[config.mk]
export PLATFORM = sky130hd
export DESIGN_NAME = rbst_axis_setup
export DESIGN_NICKNAME = d
export VERILOG_FILES = /design/src/rtl/rbst_pkg.sv /design/src/rtl/rbst_axis_setup.sv
export SDC_FILE = /design/constraint.sdc
export NUM_CORES = 1
export LEC_CHECK = 0
export ABC_CLOCK_PERIOD_IN_PS = 5400
export BUFFER_PORTS_ARGS = -buffer_cell sky130_fd_sc_hd__clkbuf_2
export CAP_MARGIN = 25
export CORE_AREA = 2 2 96 98
export DETAILED_ROUTE_END_ITERATION = 10
export DIE_AREA = 0 0 98 100
export GPL_TIMING_DRIVEN = 0
export PLACE_DENSITY = 0.91
export SYNTH_ARGS = -nofsm -noshare
export SYNTH_HDL_FRONTEND = slang
export SYNTH_SLANG_ARGS = --single-unit
[constraint.sdc]
create_clock -name vclk -period 5.4
set_input_delay 0.81 -clock vclk [all_inputs]
set_output_delay 0.81 -clock vclk [all_outputs]
set_load 0.005 [all_outputs]
[src/rtl/rbst_pkg.sv]
// Shared types and constants for the ray box slab test unit.
// No dependencies.
package rbst_pkg;

	localparam int FRAC_BITS_DEF = 16;
	localparam int ADDR_W = 3;
	localparam logic REG_EPS = 1'b0;
	localparam logic [15:0] EPS_RESET = 16'd7;

	typedef struct packed {
		logic signed [31:0] start_x;
		logic signed [31:0] start_y;
		logic signed [31:0] start_z;
		logic signed [31:0] end_x;
		logic signed [31:0] end_y;
		logic signed [31:0] end_z;
		logic signed [31:0] box_min_x;
		logic signed [31:0] box_min_y;
		logic signed [31:0] box_min_z;
		logic signed [31:0] box_max_x;
		logic signed [31:0] box_max_y;
		logic signed [31:0] box_max_z;
	} req_t;

	typedef struct packed {
		logic        hit;
		logic [16:0] entry_fraction;
	} rsp_t;

	typedef struct packed {
		logic signed [32:0] d;
		logic signed [32:0] nlo;
		logic signed [32:0] nhi;
		logic               pok;
	} axis_front_t;

	typedef struct packed {
		logic par;
		logic pok;
	} axis_ctl_t;

	typedef enum logic [1:0] {
		CLS_ZERO,
		CLS_ONE,
		CLS_DIV
	} ratio_cls_t;

endpackage

[src/rtl/rbst_axis_setup.sv]
// Per-axis classification: parallel test, divisor magnitude, ratio class.
// Depends on rbst_pkg.
module rbst_axis_setup (
	input  rbst_pkg::axis_front_t  front,
	input  logic [15:0]            eps,
	output rbst_pkg::axis_ctl_t    ctl,
	output logic [31:0]            den,
	output rbst_pkg::ratio_cls_t   cls_lo,
	output rbst_pkg::ratio_cls_t   cls_hi,
	output logic [31:0]            rem_lo,
	output logic [31:0]            rem_hi
);

	logic [32:0] neg_d;
	logic [32:0] neg_lo;
	logic [32:0] neg_hi;
	logic [31:0] mag;
	logic        opp_lo;
	logic        opp_hi;

	always_comb begin
		neg_d  = 33'(-front.d);
		neg_lo = 33'(-front.nlo);
		neg_hi = 33'(-front.nhi);
		mag    = front.d[32] ? neg_d[31:0] : front.d[31:0];
		rem_lo = front.nlo[32] ? neg_lo[31:0] : front.nlo[31:0];
		rem_hi = front.nhi[32] ? neg_hi[31:0] : front.nhi[31:0];
		den    = mag;
		ctl.par = (front.d == 33'sd0) || (mag < {16'd0, eps});
		ctl.pok = front.pok;
		opp_lo = (front.nlo != 33'sd0) && (front.nlo[32] != front.d[32]);
		opp_hi = (front.nhi != 33'sd0) && (front.nhi[32] != front.d[32]);
		if (opp_lo) begin
			cls_lo = rbst_pkg::CLS_ZERO;
		end else if (rem_lo >= mag) begin
			cls_lo = rbst_pkg::CLS_ONE;
		end else begin
			cls_lo = rbst_pkg::CLS_DIV;
		end
		if (opp_hi) begin
			cls_hi = rbst_pkg::CLS_ZERO;
		end else if (rem_hi >= mag) begin
			cls_hi = rbst_pkg::CLS_ONE;
		end else begin
			cls_hi = rbst_pkg::CLS_DIV;
		end
	end

endmodule

======== Word-level counts from Yosys, hierarchy flattened ========
Cells that the tools add are included.
storage, ports and cells
  register bits after elaboration ......... 0
  input bits .............................. 116
  output and inout bits ................... 102
  logic and storage cells ................. 21
operators by class
  $add $sub $neg .......................... 3
  $lt $le $gt $ge ......................... 3
  equality and inequality tests ........... 2
  muxes and demuxes ....................... 7
  reduce and logical (&&, ||, !) cells .... 6
operators by type and width
  kind                                   number
  2-to-1 mux 32 bit                      3
  negator 32 bit                         3
  nonzero test 33 bit                    2
  >= comparator 32 bit                   2
  logical NOT 33 bit                     1
  less-than comparator 32 x 16 -> 1 bit  1
  2-to-1 mux 2 bit                       4
  logical AND 1 bit                      2
  != test 1 bit                          2
  logical OR 1 bit                       1

======== Depth between registers and ports, before layout ========
  word-level depth ........................ 5
  gate-level depth with buffers ........... 16
  mapped depth without buffers ............ 16

======== Least setup slack after synthesis ========
No wires, ideal clock.
  path type ............................... input port to output port
  start point ............................. input front[12] in the netlist's numbering
  end point ............................... output cls_hi[0]
  arrival ................................. 4240 ps
  required time ........................... 4590 ps
  slack ................................... 350 ps
  stages .................................. 14
  cell sequence ........................... or4_1 > nor4_1 > nor2b_1 > nand3_1 > o41ai_1 > xnor2_1 > ha_1 > nand4_1 > nor4b_1 > a221o_1 > o31a_1 > o211ai_1 > nand3_1 > and2_1
between the ends
  longest elaborated chain between the ends .. 5
RTL lines
  element               line                   text
  start, declared       rbst_axis_setup.sv:4   input rbst_pkg::axis_front_t front,
  negator 32 bit        rbst_axis_setup.sv:24  neg_hi = 33'(-front.nhi);
  2-to-1 mux 32 bit     rbst_axis_setup.sv:27  rem_hi = front.nhi[32] ? neg_hi[31:0] : front.nhi[31:0];
  net rem_hi[27]        rbst_axis_setup.sv:11  output logic [31:0] rem_hi
  >= comparator 32 bit  rbst_axis_setup.sv:42  end else if (rem_hi >= mag) begin
  2-to-1 mux 2 bit      rbst_axis_setup.sv:42
  2-to-1 mux 2 bit      rbst_axis_setup.sv:40  if (opp_hi) begin
  end, declared         rbst_axis_setup.sv:9   output rbst_pkg::ratio_cls_t cls_hi,
The timed path passes the listed nets, and every way through them passes these cells.

======== Worst setup path in the final report ========
  start point ............................. input front[12] in the netlist's numbering
  end point ............................... output cls_hi[0]
between the ends
  longest elaborated chain between the ends .. 5
RTL lines
  element               line
  negator 32 bit        rbst_axis_setup.sv:24
  2-to-1 mux 32 bit     rbst_axis_setup.sv:27
  >= comparator 32 bit  rbst_axis_setup.sv:42
  2-to-1 mux 2 bit      rbst_axis_setup.sv:42
  2-to-1 mux 2 bit (*)  rbst_axis_setup.sv:40
Every way passes the cells marked *; elsewhere a longest branch is shown, timed or not.

==> key figures <==
Floorplan
  • Die Y: 100 microns
  • Initial Util: 46.0%
  • I/O pin count: 218
  • Die Footprint: 0.00980 sq mm
  • Row count: 35
  • Chip width: 98 microns
  • Core area: 0.00889 sq mm

STA
  • Worst-margin pin slew: 740 ps
  • Final worst path period share: 98.1%
  • Slew Viols, Final: 0
  • RSZ-0062 raised after global routing: true
  • Fmax: 189 MHz
  • Setup ws final: 101 ps
  • Endpoints failing setup: 0
  • Max transition margin: 50.3%
  • Setup TNS: 0 ps
  • Fin crit period: 5300 ps
  • Number of failing hold endpoints at the final stage: 0

Finish
  • CLK BUF: 0
  • Layout fillers: 800
  • Register area: 0 sq um
  • Sequential cell count: 0
  • Fraction of layout cells with a size suffix above 1: 36.2%
  • # nets final: 1000
  • # diodes: 0
  • Syn-to-layout area delta: 40.0%

Logic synthesis
  • Synthesis Warnings: 0
  • Post-synth top area share: 24.2%
  • Yosys cell types: 51
  • Mean Syn Cell Area: 7.22 sq um
  • Syn nets: 762
  • Synth top area cells: ha_1 (24%), xnor2_1 (14%), xor2_1 (5.8%)
  • Synth area leader: ha_1
  • Post-synthesis sequential area ratio: 0%
  • Post-Synthesis Cells: 567
  • Mapped Area: 0.00409 sq mm

Global routing
  • GR Util All Layers: 27.4%
  • Vias in the first global route: 4770
  • Pin count of the biggest net entering global routing: 12
  • First-pass GRT wire length: 22.4 mm
  • Grt ovf: 0
  • Antenna violations before repair: 0

CTS
  • Hold buffers post-CTS: 0

Worst setup path
  • WS Path Type: primary input to primary output
  • Critical path launch point: front[12]
  • Critical path arrival: 4490 ps
  • Critical Path Sink: cls_hi[0]
  • CP endpoint kind: primary output
  • Setup crit start kind: primary input
  • CP Max Fanout: 6
  • Required @ worst endpoint: 4590 ps

Worst hold path
  • Min-Delay Path Class: primary input to primary output

Route
  • Overall routed net length: 15.1 mm
  • DRC Markers: 0
  • Post-DR vias/cell: 5.81
  • Via Count: 5313
  • Initial drt markers: 177
  • Avg WL per Cell: 16.5 microns
  • First-pass DRT Iterations: 5
  • Routed Antenna Nets: 0

Placement
  • Routability cong.: 0.980
  • Worst slack, placed: -729 ps
  • Input/output buffers: 216
  • DP Wirelength: 12.9 mm

Run status
  • Result of the run: finished, final reports clean

Pwr
  • P_leak: 0.00287 uW
  • Worst vdd ir: 0.0567 mV
  • Pwr/cell area: 109 mW/mm^2

Run
  • Maxcap violations: 0
-- stage by stage --
| stage | std cells | util [%] | power, uW | hold slack [ps] | cell area (sq um) |
|---|---|---|---|---|---|
| 4_1_cts | 895 | 60.4 | 585 | 1790 | 5370 |
| 3_5_place_dp | 894 | 59.7 | 580 | 1790 | 5310 |
| 5_1_grt | 914 | 64.4 | 699 | 1810 | 5730 |
| 2_1_floorplan | 567 | - | 340 | 1690 | 4090 |
| 3_3_place_gp | 894 | 59.7 | 562 | 1790 | 5310 |
| 6_report | 914 | 64.4 | 627 | 1790 | 5730 |
-- layer usage --
metal | up-vias | part of all wire, % | GRT usage, %
met5 | - | 0 | 0
met4 | 0 | 1.0 | 3.95
met3 | 18 | 6.2 | 2.79
met2 | 209 | 50 | 50.6
met1 | 2486 | 43 | 35.2
li1 | 2600 | - | -
-- cells in the mapped netlist, drive strengths merged (6+ instances only) --
library cell,n
a211oi,7
a21o,12
a21oi,24
buf,8
clkbuf,9
ha,79
inv,56
nand2,46
nand2b,10
nand3,17
nand4,13
nor2,18
nor2b,6
nor3,12
nor4,9
o21ai,32
o31ai,31
o41ai,18
or2,6
or3,10
or4,14
xnor2,67
xor2,27
-- area by class of cell --
cell class / instances / area [sq um] / area share [%]
inverter: 56 / 210 / 3.67
tap: 111 / 139 / 2.42
timing repair buffer: 237 / 1240 / 21.6
buffer: 16 / 82.6 / 1.44
multi-input combinational: 494 / 4060 / 70.8
-- where the power goes --
part / switching [uW] / internal [uW] / total [uW]
sequential: 0 / 0 / 0
clock: 0 / 0 / 0
combinational: 346 / 281 / 627
-- worst max-delay path, cell delays in order --
cell,delay [ps]
clkbuf_2,110
or4_4,580
nor4_4,350
buf_4,190
nand4_1,100
buf_4,210
o31ai_1,250
xnor2_1,150
ha_1,330
nand4_1,190
nor4b_4,330
a221o_1,200
o31a_1,180
o211ai_1,90
nand3_1,120
and2_1,170
clkbuf_2,130
-- kinds of logic (layout without fill, tap and decap cells) --
group | after synthesis | after routing | share of synthesized area [%]
simple gates | 175 | 175 | 23.6
compound gates | 145 | 145 | 24.7
xor+xnor | 94 | 94 | 20.1
fa+ha+maj | 79 | 79 | 24.2
buf+inv | 73 | 309 | 7.09
mux | 1 | 1 | 0.275
-- repair_timing --
action / 4_1_cts / 5_1_grt
pin swaps: 1 / 21
resized for setup: 11 / 44
endpoints found under the setup margin: 5 / 4
setup buffers: 2 / 19
gates cloned: 0 / 0
-- placed cells by master, fill, tap and decap left out, types with 10 or more instances in the layout --
cell type | Yosys | final
clkbuf_2 | 0 | 217
ha_1 | 79 | 78
xnor2_1 | 67 | 64
inv_1 | 56 | 55
nand2_1 | 46 | 46
o31ai_1 | 31 | 27
o21ai_0 | 32 | 27
xor2_1 | 27 | 26
buf_4 | 4 | 25
a21oi_1 | 24 | 24
nor2_1 | 18 | 17
nand3_1 | 17 | 15
o41ai_1 | 17 | 13
nand4_1 | 13 | 13
a21o_1 | 12 | 12
nand2b_1 | 10 | 10
-- worst min path at each step --
stage / startpoint / end / slack, ps / cells after the start
2_1_floorplan: front[21] / rem_hi[20] / 1690 / 1
4_1_cts: front[0] / ctl[0] / 1790 / 2
3_3_place_gp: front[0] / ctl[0] / 1790 / 2
6_report: front[0] / ctl[0] / 1790 / 2
3_5_place_dp: front[0] / ctl[0] / 1790 / 2
5_1_grt: front[0] / ctl[0] / 1810 / 2
Power figures use the tool's default switching activity.
