[config.mk]
export PLATFORM = sky130hd
export DESIGN_NAME = rbst_div_step
export DESIGN_NICKNAME = d
export VERILOG_FILES = /design/src/rtl/rbst_div_step.sv
export SDC_FILE = /design/constraint.sdc
export NUM_CORES = 1
export LEC_CHECK = 0
export BUFFER_PORTS_ARGS = -buffer_cell sky130_fd_sc_hd__clkbuf_2
export CAP_MARGIN = 20
export CORE_ASPECT_RATIO = 0.6
export CORE_MARGIN = 4
export CORE_UTILIZATION = 51
export DETAILED_ROUTE_END_ITERATION = 8
export GPL_ROUTABILITY_DRIVEN = 0
export MAX_ROUTING_LAYER = met4
export PLACE_DENSITY = 0.87
export REMOVE_ABC_BUFFERS = 1
export SLEW_MARGIN = 40
export SYNTH_ARGS = -nofsm -noshare
export SYNTH_HDL_FRONTEND = slang
export SYNTH_SLANG_ARGS = --single-unit
[constraint.sdc]
create_clock -name vclk -period 3.2
set_input_delay 0.16 -clock vclk [all_inputs]
set_output_delay 0.16 -clock vclk [all_outputs]
set_load 0.1 [all_outputs]
[src/rtl/rbst_div_step.sv]
// One restoring division step: shift remainder, compare, subtract.
// No dependencies.
module rbst_div_step (
	input  logic [31:0] rem,
	input  logic [31:0] den,
	output logic [31:0] rem_nxt,
	output logic        qbit
);

	logic [32:0] r2;
	logic [32:0] diff;

	always_comb begin
		r2      = {rem, 1'b0};
		diff    = r2 - {1'b0, den};
		qbit    = r2 >= {1'b0, den};
		rem_nxt = qbit ? diff[31:0] : r2[31:0];
	end

endmodule

# Word level (Yosys, flattened, before mapping)

Cells that the tools add are included.

Reductions and logical operators: 0
Shifts and indexed selects: 0
Divide/modulo/power cells: 0
Bitwise gates (word level): 0
Add/subtract/negate cells: 1
Equality and inequality tests: 0
Multipliers: 0
Order comparisons: 1
Mux-type cells: 1

Operators by type and width:

| kind                                                           | count |
|---|---|
| 33-bit by 32-bit greater-or-equal comparator with 1-bit output | 1 |
| 32-bit two-way mux                                             | 1 |
| 32-bit subtractor                                              | 1 |

Bits in writable memories: 0
Memories: 0
Memory bits (read-only): 0
Register bits after elaboration: 0
Output and inout bits: 33
Input bits: 64
Latch bits: 0

# Longest topological paths before layout

Gate-level depths: netlist of run 1.

Word-level depth: 2
Depth in mapped cells: 12
Depth with buffers taken out: 10

# Least setup slack after synthesis of run 1

Ideal clock, no wire load.

Path kind: input port to output port
Start point: input den[15]
End point: output rem_nxt[1]
Path slack: -0.749 ns
Cell stages on the path: 12
Data arrival time: 3.789 ns
Buffers on the path: 2
Cells stage by stage: inv_1 ha_1 buf_2 nand4_1 nor4_1 nand4_1 a21o_1 o311ai_1 a21oi_1 o21ai_2 buf_4 mux2i_1

Word-level cells in the longest chain between the ends: 2

Ends and longest elaborated chain:

| element                                                        | RTL line | source |
|---|---|---|
| from (decl)                                                    | 5        | `input logic [31:0] den,` |
| 33-bit by 32-bit greater-or-equal comparator with 1-bit output | 16       | `qbit = r2 >= {1'b0, den};` |
| named net qbit                                                 | 7        | `output logic qbit` |
| 32-bit two-way mux                                             | 17       | `rem_nxt = qbit ? diff[31:0] : r2[31:0];` |
| to (decl)                                                      | 6        | `output logic [31:0] rem_nxt,` |

The timed path passes the listed nets, and every way through them passes these cells.

# Final worst setup path of run 1

Start point: input rem[0]
End point: output rem_nxt[30]

Word-level cells in the longest chain between the ends: 2

Ends and longest elaborated chain:

| element                                                                                                    | RTL line | source |
|---|---|---|
| from (decl)                                                                                                | 4        | `input logic [31:0] rem,` |
| 32-bit subtractor / 33-bit by 32-bit greater-or-equal comparator with 1-bit output (equally long branches) | 15, 16   |  |
| 32-bit two-way mux *                                                                                       | 17       |  |

Mark *: on every way between the ends. The rest lies on a longest branch, timed or not.

==> results.txt, run 1 <==
hpwl dp = 6600 um
die area = 5670 sq um
Port Buffers = 97
commonest non-fill, non-tap cells in the layout = 64 x clkbuf_2, 45 x inv_1, 35 x buf_12
crit-path max FO = 5
layout cells sized above 1 = 28.9%
DIE WIDTH = 94.6 um
synth warn = 0
antenna viol nets, final = 0
outcome = finished clean
Max-slew headroom = 62.7%
leading cell type in the layout, fill and taps excluded = clkbuf_2
Worst path slowest cell = fa_1
Sequential Area = 0 sq um
Setup Viol. Count Final = 0
hold-fix buffers at CTS = 0
Max Fclk = 0.327 GHz
power share of the sequential group = 0%
initial antenna violation count = 0
synthesized area per cell = 7.08 sq um
largest net degree at the start of global routing = 18
DRT Pass-1 Iters = 6
antenna diode count = 0
first-pass GRT wire length = 12000 um
nature of the critical path endpoint = output pin
cell area power density = 480 nW/um^2
CP top delay family = compound AO/OA/AOI/OAI gates
Fin. Hold Viols = 0
Setup TNS = 0 ps
Initial Util = 54.5%
library cells used by synthesis = 52
sw frac = 63.8%
routed length per placed instance = 15.9 um
DRC Markers = 0
vias in the first global route = 2659
crit start category = input pin
maximum vdd drop = 363 uV
combinational fraction of design power = 100.0%
clock share of power = 0%
via count = 2856
CLK BUF = 0
IO Count = 97
Post-Route WL = 7550 um
synthesized area = 2290 sq um
num rows = 18
Worst Tran Pin Value = 545 ps
sequential cells = 0
fin crit share = 95.5%
Post-DP Area = 3360 sq um
GRT overflow = 0
Layout Area Growth over Synthesis = 47.1%
Final Slew Violations = 0
total track usage = 26.2%
Hold Path Class = input pin to output pin
Critical Path Max Stage Delay = 470 ps
crit path cell chain = clkbuf_2 > inv_1 > fa_1 > nor2b_2 > o31ai_2 > a21oi_4 > a21oi_2 > o31a_1 > o41ai_2 > mux2i_1 > a31oi_1 > buf_12
RSZ-0062 raised after global routing = false
WP data required = 3040 ps
final cell count without fillers = 475
internal power = 587 uW
Tmin final = 3060 ps
Yosys top cell by area = ha_1
Seq/Total Area, Yosys = 0%
Final Core Density = 80.1%
Area contributors post-synth = ha_1 17%, mux2_1 12%, inv_1 7.4%, a21oi_1 7.0%, xnor2_1 6.9%
post-CTS resize count = 0
Core ar. = 4210 sq um
top-area cell type share of the netlist area = 17.5%
Mapped Cells = 324
Crit Path Class = input pin to output pin
Worst Path Buf+Inv = 3
Max Cap Viol = 0
WP data arrival = 2900 ps
Vias per Instance = 6.01
Leakage = 0.00174 uW
fin area = 3370 sq um
Die Height = 59.9 um
Post-CTS Setup Inserts = 0
Psw = 1030 uW
fin nets = 514
Initial DRC Count = 234
placed cells = 475
worst min-delay path, cell delays in order:
cell	delay, ps
clkbuf_2	100
mux2_4	150
buf_12	160
metal layers:
layer	track usage [%]	routed length (um)
met1	34.9	3290
met2	44.6	3320
met3	3.02	801
met4	3.08	138
met5	-	0
final cells by class:
| class | count | area (sq um) |
|---|---|---|
| inverter | 45 | 169 |
| fill | 287 | 838 |
| multi-input combinational | 263 | 2050 |
| tap | 60 | 75.1 |
| timing repair buffer | 107 | 1080 |
synth_stat cells (all sizes together), types with 2 or more instances:
| master | number |
|---|---|
| nand4 | 11 |
| o21a | 5 |
| o211a | 3 |
| clkbuf | 2 |
| a31oi | 4 |
| mux2 | 28 |
| nor3b | 2 |
| o21ai | 14 |
| nor2b | 7 |
| a21oi | 34 |
| a21o | 11 |
| or3 | 2 |
| xnor2 | 18 |
| buf | 14 |
| ha | 32 |
| o31ai | 3 |
| nand2b | 2 |
| and3 | 2 |
| nor3 | 3 |
| o21bai | 6 |
| nor2 | 19 |
| nand2 | 18 |
| mux2i | 2 |
| a211oi | 4 |
| inv | 45 |
| nand3 | 7 |
| o221ai | 2 |
| o311ai | 2 |
| xor2 | 8 |
| a21boi | 2 |
through the flow:
step / hold WS, ps / power (uW) / setup WS (ps)
6_report: 734 / 1620 / 144
5_1_grt: 746 / 1680 / 36.7
4_1_cts: 739 / 1610 / 125
3_5_place_dp: 738 / 1610 / 130
3_3_place_gp: 726 / 1580 / 239
2_1_floorplan: 641 / 1040 / -1860
final timing paths:
path    start          end  slack [ps]  depth (start not counted)
min   rem[25]  rem_nxt[26]         730                          3
max    rem[0]  rem_nxt[30]         140                         12
logic make-up after synthesis:
family,Yosys count,share of synthesized area [%]
xor gates and xnor gates,26,9.93
muxes,30,14.8
buffers and inverters,61,11.1
AOI/OAI and AO/OA,98,29.3
and+or+nand+nor,76,16.6
adders and majority gates,33,18.3
power groups by stage:
stage | sequential, uW | combinational (uW) | clock [uW]
detailed placement | 0 | 1610 | 0
global route | 0 | 1680 | 0
global placement | 0 | 1580 | 0
finish | 0 | 1620 | 0
floorplan | 0 | 1040 | 0
CTS | 0 | 1610 | 0
Note: power is estimated with default switching activity, not from simulation.
==> inputs of run 2 (changes only) <==
--- a/config.mk
+++ b/config.mk
@@ -8,7 +8,7 @@
 export BUFFER_PORTS_ARGS = -buffer_cell sky130_fd_sc_hd__clkbuf_2
 export CAP_MARGIN = 20
 export CORE_ASPECT_RATIO = 0.6
-export CORE_MARGIN = 4
+export CORE_MARGIN = 2
 export CORE_UTILIZATION = 51
 export DETAILED_ROUTE_END_ITERATION = 8
 export GPL_ROUTABILITY_DRIVEN = 0
==> results.txt, run 2 (synthesized netlist as in run 1, its figures left out) <==
outcome = finished clean
WP data required = 3040 ps
die area = 5070 sq um
Crit Path Class = input pin to output pin
Hold Path Class = input pin to output pin
first-pass GRT wire length = 12300 um
Max Cap Viol = 0
crit path cell chain = clkbuf_2 > inv_1 > fa_1 > nor2b_1 > o31ai_2 > a21oi_4 > a21oi_2 > o31a_1 > o2111a_1 > or3_1 > mux2_4 > buf_12
Critical Path Max Stage Delay = 460 ps
fin nets = 517
total track usage = 29.3%
hold path depth = 3
crit start category = input pin
Port Buffers = 97
post-CTS resize count = 0
CLK BUF = 0
Tmin final = 3050 ps
WHS = 728 ps
Initial DRC Count = 293
RSZ-0062 raised after global routing = false
Setup Viol. Count Final = 0
Final Slew Violations = 0
num rows = 18
crit-path max FO = 5
DRC Markers = 0
Core ar. = 4210 sq um
Worst path slowest cell = fa_1
antenna diode count = 0
Max Fclk = 0.328 GHz
Vias per Instance = 5.92
hpwl dp = 6410 um
hold wc startpoint = rem[25]
largest net degree at the start of global routing = 19
filler cell count = 297
Fin. Hold Viols = 0
WP data arrival = 2890 ps
layout cells sized above 1 = 28.9%
Sequential Area = 0 sq um
maximum vdd drop = 426 uV
WHS Endpoint = rem_nxt[26]
Worst Tran Pin Value = 567 ps
via count = 2828
Worst Path Buf+Inv = 3
DIE WIDTH = 90.6 um
initial antenna violation count = 0
DRT Pass-1 Iters = 5
Max-slew headroom = 61.2%
Post-CTS Setup Inserts = 0
Die Height = 55.9 um
vias in the first global route = 2736
routed length per placed instance = 15.4 um
post-place setup slack = 173 ps
setup ws final = 151 ps
Initial Util = 54.5%
GRT overflow = 0
hold-fix buffers at CTS = 0
cell area power density = 480 nW/um^2
IO Count = 97
nature of the critical path endpoint = output pin
CP top delay family = compound AO/OA/AOI/OAI gates
antenna viol nets, final = 0
Leakage = 0.00175 uW
Post-Route WL = 7360 um
fin crit share = 95.3%
commonest non-fill, non-tap cells in the layout = 64 x clkbuf_2, 45 x inv_1, 35 x buf_12
leading cell type in the layout, fill and taps excluded = clkbuf_2
sequential cells = 0
Layout Area Growth over Synthesis = 47.7%
## run 2: cell count changes in the layout (fill, tap and decap cells not counted), sizes merged
cell,change
buf,+3
## run 2: final cells by class
cell class / instances / area (sq um) / share of cell area [%]
well taps: 60 / 75.1 / 2.22
repair buffers: 110 / 1100 / 32.6
inverters: 45 / 169 / 4.99
multi-input cells: 263 / 2040 / 60.2
## run 2: stage by stage
stage               area [sq um]  total power [uW]  setup TNS [ps]  utilization, %  instances
finish                      3390              1620               0            80.4        478
global route                3390              1690               0            80.4        478
CTS                         3390              1620               0            80.4        478
detailed placement          3390              1610               0            80.4        478
global placement            3390              1580               0            80.4        478
floorplan                   2210              1040          -34150               -        308
## run 2: worst min-delay path, delay by kind of cell
| kind | cells | cell delay, ps |
|---|---|---|
| buf+inv | 2 | 250 |
| mux | 1 | 150 |
## run 2: layer usage
layer	GRT usage, %	part of all wire [%]	vias up
met5	-	0	-
met2	47.5	45	187
met4	6.59	2.2	0
li1	-	-	1347
met3	2.30	9.2	23
met1	39.8	44	1271
## run 2: how the worst max path moves through the flow
stage / start / endpoint / cells after the start
CTS: rem[0] / rem_nxt[26] / 12
finish: rem[0] / rem_nxt[26] / 12
global placement: rem[0] / rem_nxt[26] / 12
detailed placement: rem[0] / rem_nxt[26] / 12
floorplan: den[15] / rem_nxt[1] / 10
global route: rem[0] / rem_nxt[26] / 12
## run 2: power by group
part           internal, uW  switching [uW]  total, uW
clock                     0               0          0
combinational           590            1030       1620
sequential                0               0          0
total                   590            1030       1620
==> inputs of run 3 (changes only) <==
--- a/config.mk
+++ b/config.mk
@@ -14,6 +14,7 @@
 export GPL_ROUTABILITY_DRIVEN = 0
 export MAX_ROUTING_LAYER = met4
 export PLACE_DENSITY = 0.87
+export RECOVER_POWER = 100
 export REMOVE_ABC_BUFFERS = 1
 export SLEW_MARGIN = 40
 export SYNTH_ARGS = -nofsm -noshare
==> results.txt, run 3 (synthesized netlist as in run 1, its figures left out) <==
Final Slew Violations = 0
total track usage = 29.3%
commonest non-fill, non-tap cells in the layout = 64 x clkbuf_2, 45 x inv_1, 32 x a21oi_1, 32 x ha_1, 27 x mux2_1
power share of the sequential group = 0%
DRC Markers = 0
antenna viol nets, final = 0
WL met2 = 3220 um
crit start category = input pin
RSZ-0062 raised after global routing = false
Max Cap Viol = 0
post-CTS resize count = 0
sw frac = 69.1%
leading cell type in the layout, fill and taps excluded = clkbuf_2
Layout Area Growth over Synthesis = 37.6%
Fin. Hold Viols = 0
Tmin final = 3040 ps
Hold Path Class = input pin to output pin
hold wc startpoint = rem[25]
Post-DP Area = 3390 sq um
Met1 Wirelength = 3280 um
WL met3 = 664 um
initial antenna violation count = 0
internal power = 451 uW
Sequential Area = 0 sq um
nature of the critical path endpoint = output pin
DRT Pass-1 Iters = 5
GRT overflow = 0
WHS = 745 ps
largest net degree at the start of global routing = 19
Core ar. = 4210 sq um
Max Fclk = 0.328 GHz
top routing layer in use = met4
Port Buffers = 97
Worst Tran Pin Value = 544 ps
Initial Util = 54.5%
hpwl dp = 6410 um
hold-fix buffers at CTS = 0
Max-slew headroom = 62.8%
Post-Route WL = 7400 um
layout cells sized above 1 = 28.2%
Psw = 1010 uW
WP data arrival = 2880 ps
Die Height = 55.9 um
DIE WIDTH = 90.6 um
vias in the first global route = 2736
via count = 2839
Post-CTS Setup Inserts = 0
hold path depth = 3
Initial DRC Count = 282
die area = 5070 sq um
IO Count = 97
outcome = finished clean
Leakage = 0.00166 uW
Crit Path Class = input pin to output pin
Setup Viol. Count Final = 0
num rows = 18
CLK BUF = 0
antenna diode count = 0
fin nets = 517
maximum vdd drop = 391 uV
WHS Endpoint = rem_nxt[26]
fin area = 3160 sq um
Vias per Instance = 5.94
fin crit share = 95.1%
WP data required = 3040 ps
cell area power density = 463 nW/um^2
crit-path max FO = 5
combinational fraction of design power = 100.0%
first-pass GRT wire length = 12300 um
clock share of power = 0%
routed length per placed instance = 15.5 um
sequential cells = 0
-- run 3: routing by layer --
layer  vias to the layer above  global-route usage [%]
met5                         -                       -
met1                      1281                    39.8
met2                       180                    47.5
li1                       1344                       -
met3                        34                    2.30
met4                         0                    6.59
-- run 3: worst max path at each step --
| stage | start | endpoint | cells past startpoint |
|---|---|---|---|
| floorplan | den[15] | rem_nxt[1] | 10 |
| global placement | rem[0] | rem_nxt[26] | 12 |
| detailed placement | rem[0] | rem_nxt[26] | 12 |
| CTS | rem[0] | rem_nxt[26] | 12 |
| global route | rem[0] | rem_nxt[26] | 12 |
| finish | rem[0] | rem_nxt[26] | 12 |
-- run 3: cell type report --
| class | count | area [sq um] |
|---|---|---|
| Fill cell | 345 | 1060 |
| Multi-Input combinational cell | 263 | 2040 |
| Inverter | 45 | 169 |
| Timing Repair Buffer | 110 | 872 |
| Tap cell | 60 | 75.1 |
-- run 3: through the flow --
stage / power (uW) / cells / worst slack, ps / TNS [ps] / utilization, %
after detailed placement: 1610 / 478 / 173 / 0 / 80.4
after global placement: 1580 / 478 / 230 / 0 / 80.4
after floorplan: 1040 / 308 / -1860 / -34150 / -
final: 1460 / 478 / 156 / 0 / 74.9
after CTS: 1620 / 478 / 174 / 0 / 80.4
after global routing: 1520 / 478 / 42.4 / 0 / 74.9
-- run 3: worst max-delay path, cell delays in order --
cell and delay [ps]:
clkbuf_2 100, inv_1 70, fa_1 460, nor2b_1 200
o31ai_2 120, a21oi_4 200, a21oi_2 110, o31a_1 380
o2111a_1 270, or3_1 370, mux2_4 270, buf_8 170
-- run 3: power groups by stage --
stage / logic (uW) / registers (uW) / clock network (uW)
CTS: 1620 / 0 / 0
detailed placement: 1610 / 0 / 0
global placement: 1580 / 0 / 0
finish: 1460 / 0 / 0
global route: 1520 / 0 / 0
floorplan: 1040 / 0 / 0
