### src/rtl/rbst_pkg.sv
// Shared types and constants for the ray box slab test unit.
// No dependencies.
package rbst_pkg;

	localparam int FRAC_BITS_DEF = 16;
	localparam int ADDR_W = 3;
	localparam logic REG_EPS = 1'b0;
	localparam logic [15:0] EPS_RESET = 16'd7;

	typedef struct packed {
		logic signed [31:0] start_x;
		logic signed [31:0] start_y;
		logic signed [31:0] start_z;
		logic signed [31:0] end_x;
		logic signed [31:0] end_y;
		logic signed [31:0] end_z;
		logic signed [31:0] box_min_x;
		logic signed [31:0] box_min_y;
		logic signed [31:0] box_min_z;
		logic signed [31:0] box_max_x;
		logic signed [31:0] box_max_y;
		logic signed [31:0] box_max_z;
	} req_t;

	typedef struct packed {
		logic        hit;
		logic [16:0] entry_fraction;
	} rsp_t;

	typedef struct packed {
		logic signed [32:0] d;
		logic signed [32:0] nlo;
		logic signed [32:0] nhi;
		logic               pok;
	} axis_front_t;

	typedef struct packed {
		logic par;
		logic pok;
	} axis_ctl_t;

	typedef enum logic [1:0] {
		CLS_ZERO,
		CLS_ONE,
		CLS_DIV
	} ratio_cls_t;

endpackage

### src/rtl/rbst_slab_merge.sv
// Slab interval merge: order fractions, narrow interval, form hit and entry.
// Depends on rbst_pkg.
module rbst_slab_merge #(
	parameter int FRAC_BITS = rbst_pkg::FRAC_BITS_DEF
) (
	input  rbst_pkg::axis_ctl_t  ctl [3],
	input  rbst_pkg::ratio_cls_t cls [6],
	input  logic [FRAC_BITS-1:0] quo [6],
	output rbst_pkg::rsp_t       rsp
);

	localparam logic [FRAC_BITS:0] ONE = (FRAC_BITS+1)'(1) << FRAC_BITS;

	logic [FRAC_BITS:0] t   [6];
	logic [FRAC_BITS:0] tlo [3];
	logic [FRAC_BITS:0] thi [3];
	logic [FRAC_BITS:0] tmin;
	logic [FRAC_BITS:0] tmax;
	logic               miss;
	logic [16:0]        ent;

	always_comb begin
		for (int r = 0; r < 6; r++) begin
			case (cls[r])
				rbst_pkg::CLS_ZERO: t[r] = '0;
				rbst_pkg::CLS_ONE:  t[r] = ONE;
				rbst_pkg::CLS_DIV:  t[r] = {1'b0, quo[r]};
				default:            t[r] = '0;
			endcase
		end
		tmin = '0;
		tmax = ONE;
		miss = 1'b0;
		for (int a = 0; a < 3; a++) begin
			if (t[2*a] > t[2*a+1]) begin
				tlo[a] = t[2*a+1];
				thi[a] = t[2*a];
			end else begin
				tlo[a] = t[2*a];
				thi[a] = t[2*a+1];
			end
			if (ctl[a].par) begin
				if (!ctl[a].pok) miss = 1'b1;
			end else begin
				if (tlo[a] > tmin) tmin = tlo[a];
				if (thi[a] < tmax) tmax = thi[a];
			end
		end
		if (tmin > tmax) miss = 1'b1;
	end

	generate
		if (FRAC_BITS >= 16) begin : g_shr
			assign ent = 17'(tmin >> (FRAC_BITS - 16));
		end else begin : g_shl
			assign ent = {tmin, {(16 - FRAC_BITS){1'b0}}};
		end
	endgenerate

	always_comb begin
		rsp.hit            = !miss;
		rsp.entry_fraction = miss ? 17'd0 : ent;
	end

endmodule

### config.mk
export PLATFORM = sky130hd
export DESIGN_NAME = rbst_slab_merge
export DESIGN_NICKNAME = d
export VERILOG_FILES = /design/src/rtl/rbst_pkg.sv /design/src/rtl/rbst_slab_merge.sv
export SDC_FILE = /design/constraint.sdc
export NUM_CORES = 1
export LEC_CHECK = 0
export BUFFER_PORTS_ARGS = -buffer_cell sky130_fd_sc_hd__clkbuf_2
export CAP_MARGIN = 25
export CELL_PAD_IN_SITES_DETAIL_PLACEMENT = 0
export CELL_PAD_IN_SITES_GLOBAL_PLACEMENT = 1
export CORE_MARGIN = 2
export CORE_UTILIZATION = 37
export DETAILED_ROUTE_END_ITERATION = 7
export PLACE_DENSITY_LB_ADDON = 0.1
export SLEW_MARGIN = 15
export SYNTH_ARGS = -nofsm -noshare
export SYNTH_HDL_FRONTEND = slang
export SYNTH_SLANG_ARGS = --single-unit
### constraint.sdc
create_clock -name vclk -period 15.4
set_input_delay 1.54 -clock vclk [all_inputs]
set_output_delay 1.54 -clock vclk [all_outputs]
set_load 0.03 [all_outputs]
After elaboration in Yosys (flattened, before gate mapping):

Cells that the tools add are included.

* logic and storage cells: 55
* input port bits: 114
* register bits after elaboration: 0

* reduce and logical (&&, ||, !) cells: 1
* equality and inequality tests: 12
* magnitude comparators: 10
* multiplexer cells: 32

Operators by type and width (count)
* 2-to-1 mux 17 bit: 19
* case mux 17 bit (2 select lines): 6
* greater-than comparator 17 bit: 6
* less-than comparator 17 bit: 2
* greater-than comparator 17 x 1 -> 1 bit (second input constant): 1
* less-than comparator 17 bit (second input constant): 1
* == test 2 x 1 -> 1 bit (second input constant): 6
* == test 2 bit (second input constant): 6
* 2-to-1 mux 1 bit: 7
* zero test 1 bit: 1

Logic depth before layout (Yosys ltp):

Gate-level depths: netlist of the first run.

* depth in word-level cells: 16
* depth in mapped cells: 50

Least setup slack after synthesis of the first run:

Ideal clock, no wire load.

* kind: input to output
* start point: in cls[6] (netlist name)
* end point: out rsp[1] (netlist name)
* stages on the path: 48
* path slack: 2.537 ns
* arrival: 11.323 ns
* data required time: 13.860 ns
* cells stage by stage: inv_1 ha_1 nor2b_1 clkbuf_1 clkbuf_1 nand2_1 inv_1 ha_1 a21oi_1 o21ai_1 a2111oi_4 o21ai_4 and2_1 clkbuf_1 clkbuf_1 a21boi_0 inv_1 ha_1 [... 12 more ...] a21oi_1 o21ai_0 a21oi_1 nor2b_1 a2111oi_0 o211a_1 buf_2 buf_4 mux2i_1 ha_1 a21o_1 a21o_1 a21oi_1 o31a_1 a31oi_1 a21oi_1 clkinv_1 a211oi_1

RTL lines
* start, declared: line rbst_slab_merge.sv:7 `input rbst_pkg::ratio_cls_t cls [6],`
* end, declared: line rbst_slab_merge.sv:9 `output rbst_pkg::rsp_t rsp`

==> flow_summary.toml, run 1 <==
[sta]
grt_setup_unrepaired = "false"
timing.final.crit_share_pct = 89.2
worst_pin_slew_ns = 0.841
fmax_mhz = 72.8
drv_slew = 0
post-route-min-period_ns = 13.74
relSlewSlack_pct = 43.7
finalHoldViolations = 0
fin_tns_setup_ns = 0
setup_violations = 0

[power]
peakVddDrop_mv = 0.0438
total_power_uw = 477
power.density_nw_per_um2 = 66.3
p_leak_nw = 3.95
clockPowerShare_pct = 0
power_frac_seq_pct = 0
combPwrFrac_pct = 100.0
switchingPower_uw = 286
switching_share_pct = 60.0
internal_power_uw = 191

[placement]
port_buffers = 132
gp_congestion = 0.867
dp_hpwl_mm = 18.9
dp.cells = 1260

[detailed_routing]
antenna_left = 0
first_pass_iters = 7
wl_per_cell_um = 16.7
drt_wl_total_mm = 21.1
drc = 0
first_iter_violations = 275
avgViaCountPerCell = 5.33
vias = 6721

[worst_hold_path]
hp-class = "in -> out"

[yosys]
netlist_area_sq_um = 6300
ys_seq_area_share_pct = 0
synth_cell_types = 56
ys_top_cells_by_area = "ha_1, mux2i_1, nand2_1"
synth_top_area_share_pct = 28.6
synth.avg_cell_area_sq_um = 6.73
syn-num-nets = 1194
synth.largest_area_cell = "ha_1"
yosysWarnings = 0
synthCells = 936

[die]
die_area_sq_um = 18100
die_w_um = 134
io_pins = 132
die_h_um = 134
start_util_pct = 38.0
coreArea_sq_um = 16600
row_count = 47

[run]
maxCapViolations = 0

[critical_path]
crit_type = "in -> out"
cp_common_cell = "ha_1"
max_stage_delay_ns = 0.67
critPathRequiredTime_ns = 13.86
cp_slowest_cell = "nor2b_2"
worstSetupEndpointType = "output pin"
cp-endpoint = "rsp[5]"
crit_path_max_fanout = 28
crit_arrival_ns = 12.20
worstSetupStartpoint = "cls[4]"
startpoint_type = "primary input"

[global_routing]
grt-ovfl-total = 0
grt_pass1_vias = 6320
grt_max_degree = 32
grt_pass1_wl_mm = 32.9
antenna_found_initial = 0
grt_usage_pct = 22.7

[cells_and_area]
nClkBuffers = 0
nets = 1301
drive_gt1_share_pct = 16.2
stdcell_count = 1261
syn2layout_area_growth_pct = 14.2
antenna_cells = 0
seq_area_sq_um = 0
design.seq.count = 0

[clock_network]
postCtsHoldBufs = 0
cts_resized = 0
post-cts-setup-buffer-count = 0

[status]
status = "complete, no violations"
==> synth_stat cells (2+ instances only) <==
cell	n
nor3_1	14
a211o_1	3
o2bb2ai_1	6
o21ai_1	18
nand4_1	19
buf_2	8
clkbuf_1	32
o21ai_0	47
buf_1	2
o21a_1	13
nand2_1	134
and3_1	17
buf_4	2
nor4_1	2
and2_1	19
inv_1	108
nand3_1	60
mux2_2	2
o211ai_1	2
a211oi_1	14
mux2i_1	75
ha_1	144
a21o_1	26
nand2b_1	2
a211oi_2	4
o211a_1	2
a221oi_1	2
a21oi_1	62
and4_1	10
nor2_1	35
nor2b_1	11
a21boi_0	17
==> cells in the final DEF, fill, tap and decap left out, types with 3 or more instances in the layout <==
master,instances
a211o_1,3
and4_1,10
clkbuf_2,132
nor3_1,14
inv_1,108
o21a_1,13
a211oi_2,4
a21oi_1,62
mux2i_1,75
nor2b_1,8
a211oi_1,14
a21o_1,26
a21boi_0,17
ha_1,144
o2bb2ai_1,6
o21ai_1,18
and3_1,17
nand4_1,19
nor2b_2,3
buf_4,17
nand2_1,134
o21ai_0,47
and2_1,19
nand3_1,60
nor2_1,35
==> worst min path at each step <==
stage | start | to | slack (ns) | cells past startpoint
finish | ctl[1] | rsp[17] | 3.66 | 5
floorplan | ctl[1] | rsp[17] | 3.34 | 3
global route | ctl[1] | rsp[17] | 3.71 | 5
global placement | ctl[1] | rsp[17] | 3.65 | 5
CTS | ctl[1] | rsp[17] | 3.65 | 5
detailed placement | ctl[1] | rsp[17] | 3.65 | 5
==> through the flow <==
step	hold slack, ns	instance area (sq um)	utilization [%]	worst slack, ns
3_3_place_gp	3.65	7180	43.3	1.47
2_1_floorplan	3.34	6300	-	2.54
4_1_cts	3.65	7180	43.3	1.45
5_1_grt	3.71	7190	43.4	0.785
3_5_place_dp	3.65	7180	43.3	1.44
6_report	3.66	7190	43.4	1.66
==> power by group through the flow <==
stage	registers, mW	logic (mW)	clock network (mW)
2_1_floorplan	0	0.354	0
3_3_place_gp	0	0.478	0
3_5_place_dp	0	0.476	0
4_1_cts	0	0.477	0
5_1_grt	0	0.527	0
6_report	0	0.477	0
==> critical path, delay by kind of cell <==
family          cells  cell delay [ns]
buf+inv            10             1.92
simple gates        8             1.92
mux                 2             0.56
fa+ha+maj           5             1.55
compound gates     21             4.70
==> cell families after synthesis <==
family	synth area share (%)
compound gates	24.4
mux	12.5
fa+ha+maj	28.6
simple gates	24.9
buf+inv	9.64
==> layout make-up <==
type	count	area, sq um
inverter	109	409
tap	220	275
timing repair buffer	150	808
fill	1837	9390
multi-input combinational	782	5700
==> per-layer routing <==
metal	track usage (%)	part of all wire, %
met1	31.9	50
met2	38.5	43
met3	1.13	4.0
met4	4.91	2.6
met5	0	0
No activity file was read; power rests on OpenSTA's default activity.
==> run 2, diff against run 1 <==
--- a/config.mk
+++ b/config.mk
@@ -12,7 +12,7 @@
 export CORE_MARGIN = 2
 export CORE_UTILIZATION = 37
 export DETAILED_ROUTE_END_ITERATION = 7
-export PLACE_DENSITY_LB_ADDON = 0.1
+export PLACE_DENSITY = 0.74
 export SLEW_MARGIN = 15
 export SYNTH_ARGS = -nofsm -noshare
 export SYNTH_HDL_FRONTEND = slang
==> flow_summary.toml, run 2 (synthesis gave the netlist of run 1 again) <==
[sta]
drv_slew = 0
grt_setup_unrepaired = "false"
fmax_mhz = 71.9
relSlewSlack_pct = 33.4
setup_violations = 0
setup_ws_ns = 1.48
timing.final.crit_share_pct = 90.4
finalHoldViolations = 0
worst_pin_slew_ns = 0.999
fin_tns_setup_ns = 0
post-route-min-period_ns = 13.92

[clock_network]
post-cts-setup-buffer-count = 0
postCtsHoldBufs = 0
cts_resized = 0

[die]
start_util_pct = 38.0
die_h_um = 134
die_area_sq_um = 18100
row_count = 47
io_pins = 132
die_w_um = 134
coreArea_sq_um = 16600

[status]
status = "complete, no violations"

[detailed_routing]
m1WireLength_mm = 10.3
wl_per_cell_um = 16.5
highest_layer = "met4"
drc = 0
wl_met3_mm = 1.03
first_pass_iters = 5
routed-wl-met2_mm = 8.90
avgViaCountPerCell = 5.43
drt_wl_total_mm = 20.7
first_iter_violations = 326
vias = 6825
antenna_left = 0

[cells_and_area]
final_common_cell = "ha_1"
antenna_cells = 0
nets = 1297
utilization_pct = 43.1
drive_gt1_share_pct = 16.0
nClkBuffers = 0
design.seq.count = 0
syn2layout_area_growth_pct = 13.6
layout_common_cells = "ha_1, nand2_1, clkbuf_2, inv_1, mux2i_1"
seq_area_sq_um = 0

[critical_path]
cp_slowest_cell = "nor2b_2"
cp_common_cell = "ha_1"
worstSetupEndpointType = "output pin"
crit_path_max_fanout = 26
startpoint_type = "primary input"
max_stage_delay_ns = 0.74
crit_arrival_ns = 12.38
critPathRequiredTime_ns = 13.86
crit_type = "in -> out"

[global_routing]
grt_usage_pct = 22.5
grt_pass1_vias = 6604
grt_pass1_wl_mm = 33.4
antenna_found_initial = 0
grt_max_degree = 49
grt-ovfl-total = 0

[worst_hold_path]
hold_depth = 6
hp-class = "in -> out"

[run]
maxCapViolations = 0

[power]
total_power_uw = 469
p_leak_nw = 3.93
peakVddDrop_mv = 0.0390
power.density_nw_per_um2 = 65.6

[placement]
gp_congestion = 0.935
pre_cts_slack_ns = 1.59
dp_hpwl_mm = 18.5
port_buffers = 132
run 2: changes by cell type in the layout (fill, tap and decap cells not counted), sizes merged:
cell	before	now
buf	18	14
run 2: cell type report:
| class | instances | area, sq um |
|---|---|---|
| fill | 1833 | 9430 |
| multi-input combinational | 782 | 5700 |
| timing repair buffer | 146 | 766 |
| inverter | 109 | 409 |
| tap | 220 | 275 |
run 2: per-stage QoR:
step / hold WS (ns) / instances / cell area, sq um
floorplan: 3.34 / 936 / 6300
finish: 3.68 / 1257 / 7150
detailed placement: 3.69 / 1257 / 7150
global route: 3.72 / 1257 / 7150
global placement: 3.68 / 1257 / 7150
CTS: 3.68 / 1257 / 7150
run 2: worst max-delay path: cells and delay by family:
family,cells,cell delay (ns)
adders and majority gates,5,1.50
and+or+nand+nor,9,2.01
muxes,2,0.52
buffers and inverters,9,1.83
AOI/OAI and AO/OA,22,4.95
run 2: routing by layer:
layer / track usage, % / up-vias
met2: 37.6 / 208
met3: 1.73 / 20
met1: 31.8 / 3042
met5: 0 / -
li1: - / 3555
met4: 4.68 / 0
run 2: final timing paths:
kind	startpoint	end	slack, ns
worst max-delay path	cls[4]	rsp[8]	1.48
worst min-delay path	ctl[0]	rsp[17]	3.68
run 2: where the power goes:
part | switching [mW] | internal, mW | leakage, nW
Combinational | 0.283 | 0.186 | 3.93
Clock | 0 | 0 | 0
Sequential | 0 | 0 | 0
==> run 3, diff against run 2 <==
--- a/config.mk
+++ b/config.mk
@@ -12,7 +12,7 @@
 export CORE_MARGIN = 2
 export CORE_UTILIZATION = 37
 export DETAILED_ROUTE_END_ITERATION = 7
-export PLACE_DENSITY = 0.74
+export PLACE_DENSITY = 0.77
 export SLEW_MARGIN = 15
 export SYNTH_ARGS = -nofsm -noshare
 export SYNTH_HDL_FRONTEND = slang
==> constraint.sdc (replaced) <==
create_clock -name vclk -period 12.1
set_input_delay 1.21 -clock vclk [all_inputs]
set_output_delay 1.21 -clock vclk [all_outputs]
set_load 0.03 [all_outputs]
==> flow_summary.toml, run 3 (synthesis gave the netlist of run 1 again) <==
[sta]
relSlewSlack_pct = 52.6
setup_violations = 0
grt_setup_unrepaired = "false"
timing.final.crit_share_pct = 96.2
worst_pin_slew_ns = 0.711
fmax_mhz = 85.9
drv_slew = 0
finalHoldViolations = 0
post-route-min-period_ns = 11.65
fin_tns_setup_ns = 0
whs_ns = 3.04

[critical_path]
crit_path_max_fanout = 31
critPathRequiredTime_ns = 10.89
crit_buf_inv = 10
cp_slowest_cell = "mux2i_1"
worstSetupEndpointType = "output pin"
crit_family = "compound AO/OA/AOI/OAI gates"
crit_arrival_ns = 10.44
max_stage_delay_ns = 0.45
startpoint_type = "primary input"
crit_type = "in -> out"

[detailed_routing]
first_pass_iters = 5
antenna_left = 0
vias = 7019
drc = 0
drt_wl_total_mm = 20.9
first_iter_violations = 428
wl_per_cell_um = 16.4
avgViaCountPerCell = 5.49

[die]
row_count = 47
die_h_um = 134
die_w_um = 134
start_util_pct = 38.0
die_area_sq_um = 18100
io_pins = 132
coreArea_sq_um = 16600

[cells_and_area]
nets = 1319
drive_gt1_share_pct = 18.8
layout_common_cells = "ha_1, nand2_1, clkbuf_2, inv_1, mux2i_1"
finish.instance_area_sq_um = 7390
nClkBuffers = 0
design.seq.count = 0
antenna_cells = 0
seq_area_sq_um = 0
final_common_cell = "ha_1"
syn2layout_area_growth_pct = 17.4

[power]
power.density_nw_per_um2 = 85.6
p_leak_nw = 4.05
peakVddDrop_mv = 0.0483
total_power_uw = 633

[global_routing]
grt_pass1_vias = 6454
grt_pass1_wl_mm = 32.9
grt_usage_pct = 22.3
antenna_found_initial = 0
grt-ovfl-total = 0
grt_max_degree = 35

[placement]
port_buffers = 132
gp_congestion = 0.950
dp_hpwl_mm = 18.4
place_area_sq_um = 7250

[run]
maxCapViolations = 0

[clock_network]
postCtsHoldBufs = 0

[worst_hold_path]
hp-class = "in -> out"

[status]
status = "complete, no violations"
==> run 3: timing repair <==
action,CTS,global route
buffers inserted,0,8
resized for setup,1,31
setup endpoints to repair,8,18
pin swaps,0,3
cloned,0,1
==> run 3: per-layer routing <==
layer	routed length (um)	part of all wire [%]	track usage (%)	vias up
li1	-	-	-	3590
met3	1060	5.1	0.901	18
met2	9270	44	38.0	222
met4	416	2.0	3.68	0
met5	0	0	0	-
met1	10200	49	31.8	3189
==> run 3: final timing paths <==
path	from	cells after the start	endpoint	slack, ns
setup / recovery	cls[8]	45	rsp[14]	0.45
hold / removal	quo[14]	5	rsp[14]	3.04
==> run 3: area by class of cell <==
cell class | count | area, sq um
fill | 1776 | 9190
inverter | 109 | 409
multi-input combinational | 783 | 5770
tap | 220 | 275
timing repair buffer | 167 | 945
==> run 3: report_power, final <==
group / internal, mW / total [mW] / switching [mW]
combinational: 0.261 / 0.633 / 0.372
clock: 0 / 0 / 0
sequential: 0 / 0 / 0
total: 0.261 / 0.633 / 0.372
==> run 3: metrics by stage <==
stage / cells / worst slack, ns / util, %
after detailed placement: 1270 / -0.0714 / 43.7
final: 1279 / 0.454 / 44.6
after floorplan: 936 / -0.103 / -
after global placement: 1270 / 0.180 / 43.7
after global routing: 1279 / 0.0394 / 44.6
after CTS: 1270 / 0.122 / 43.7
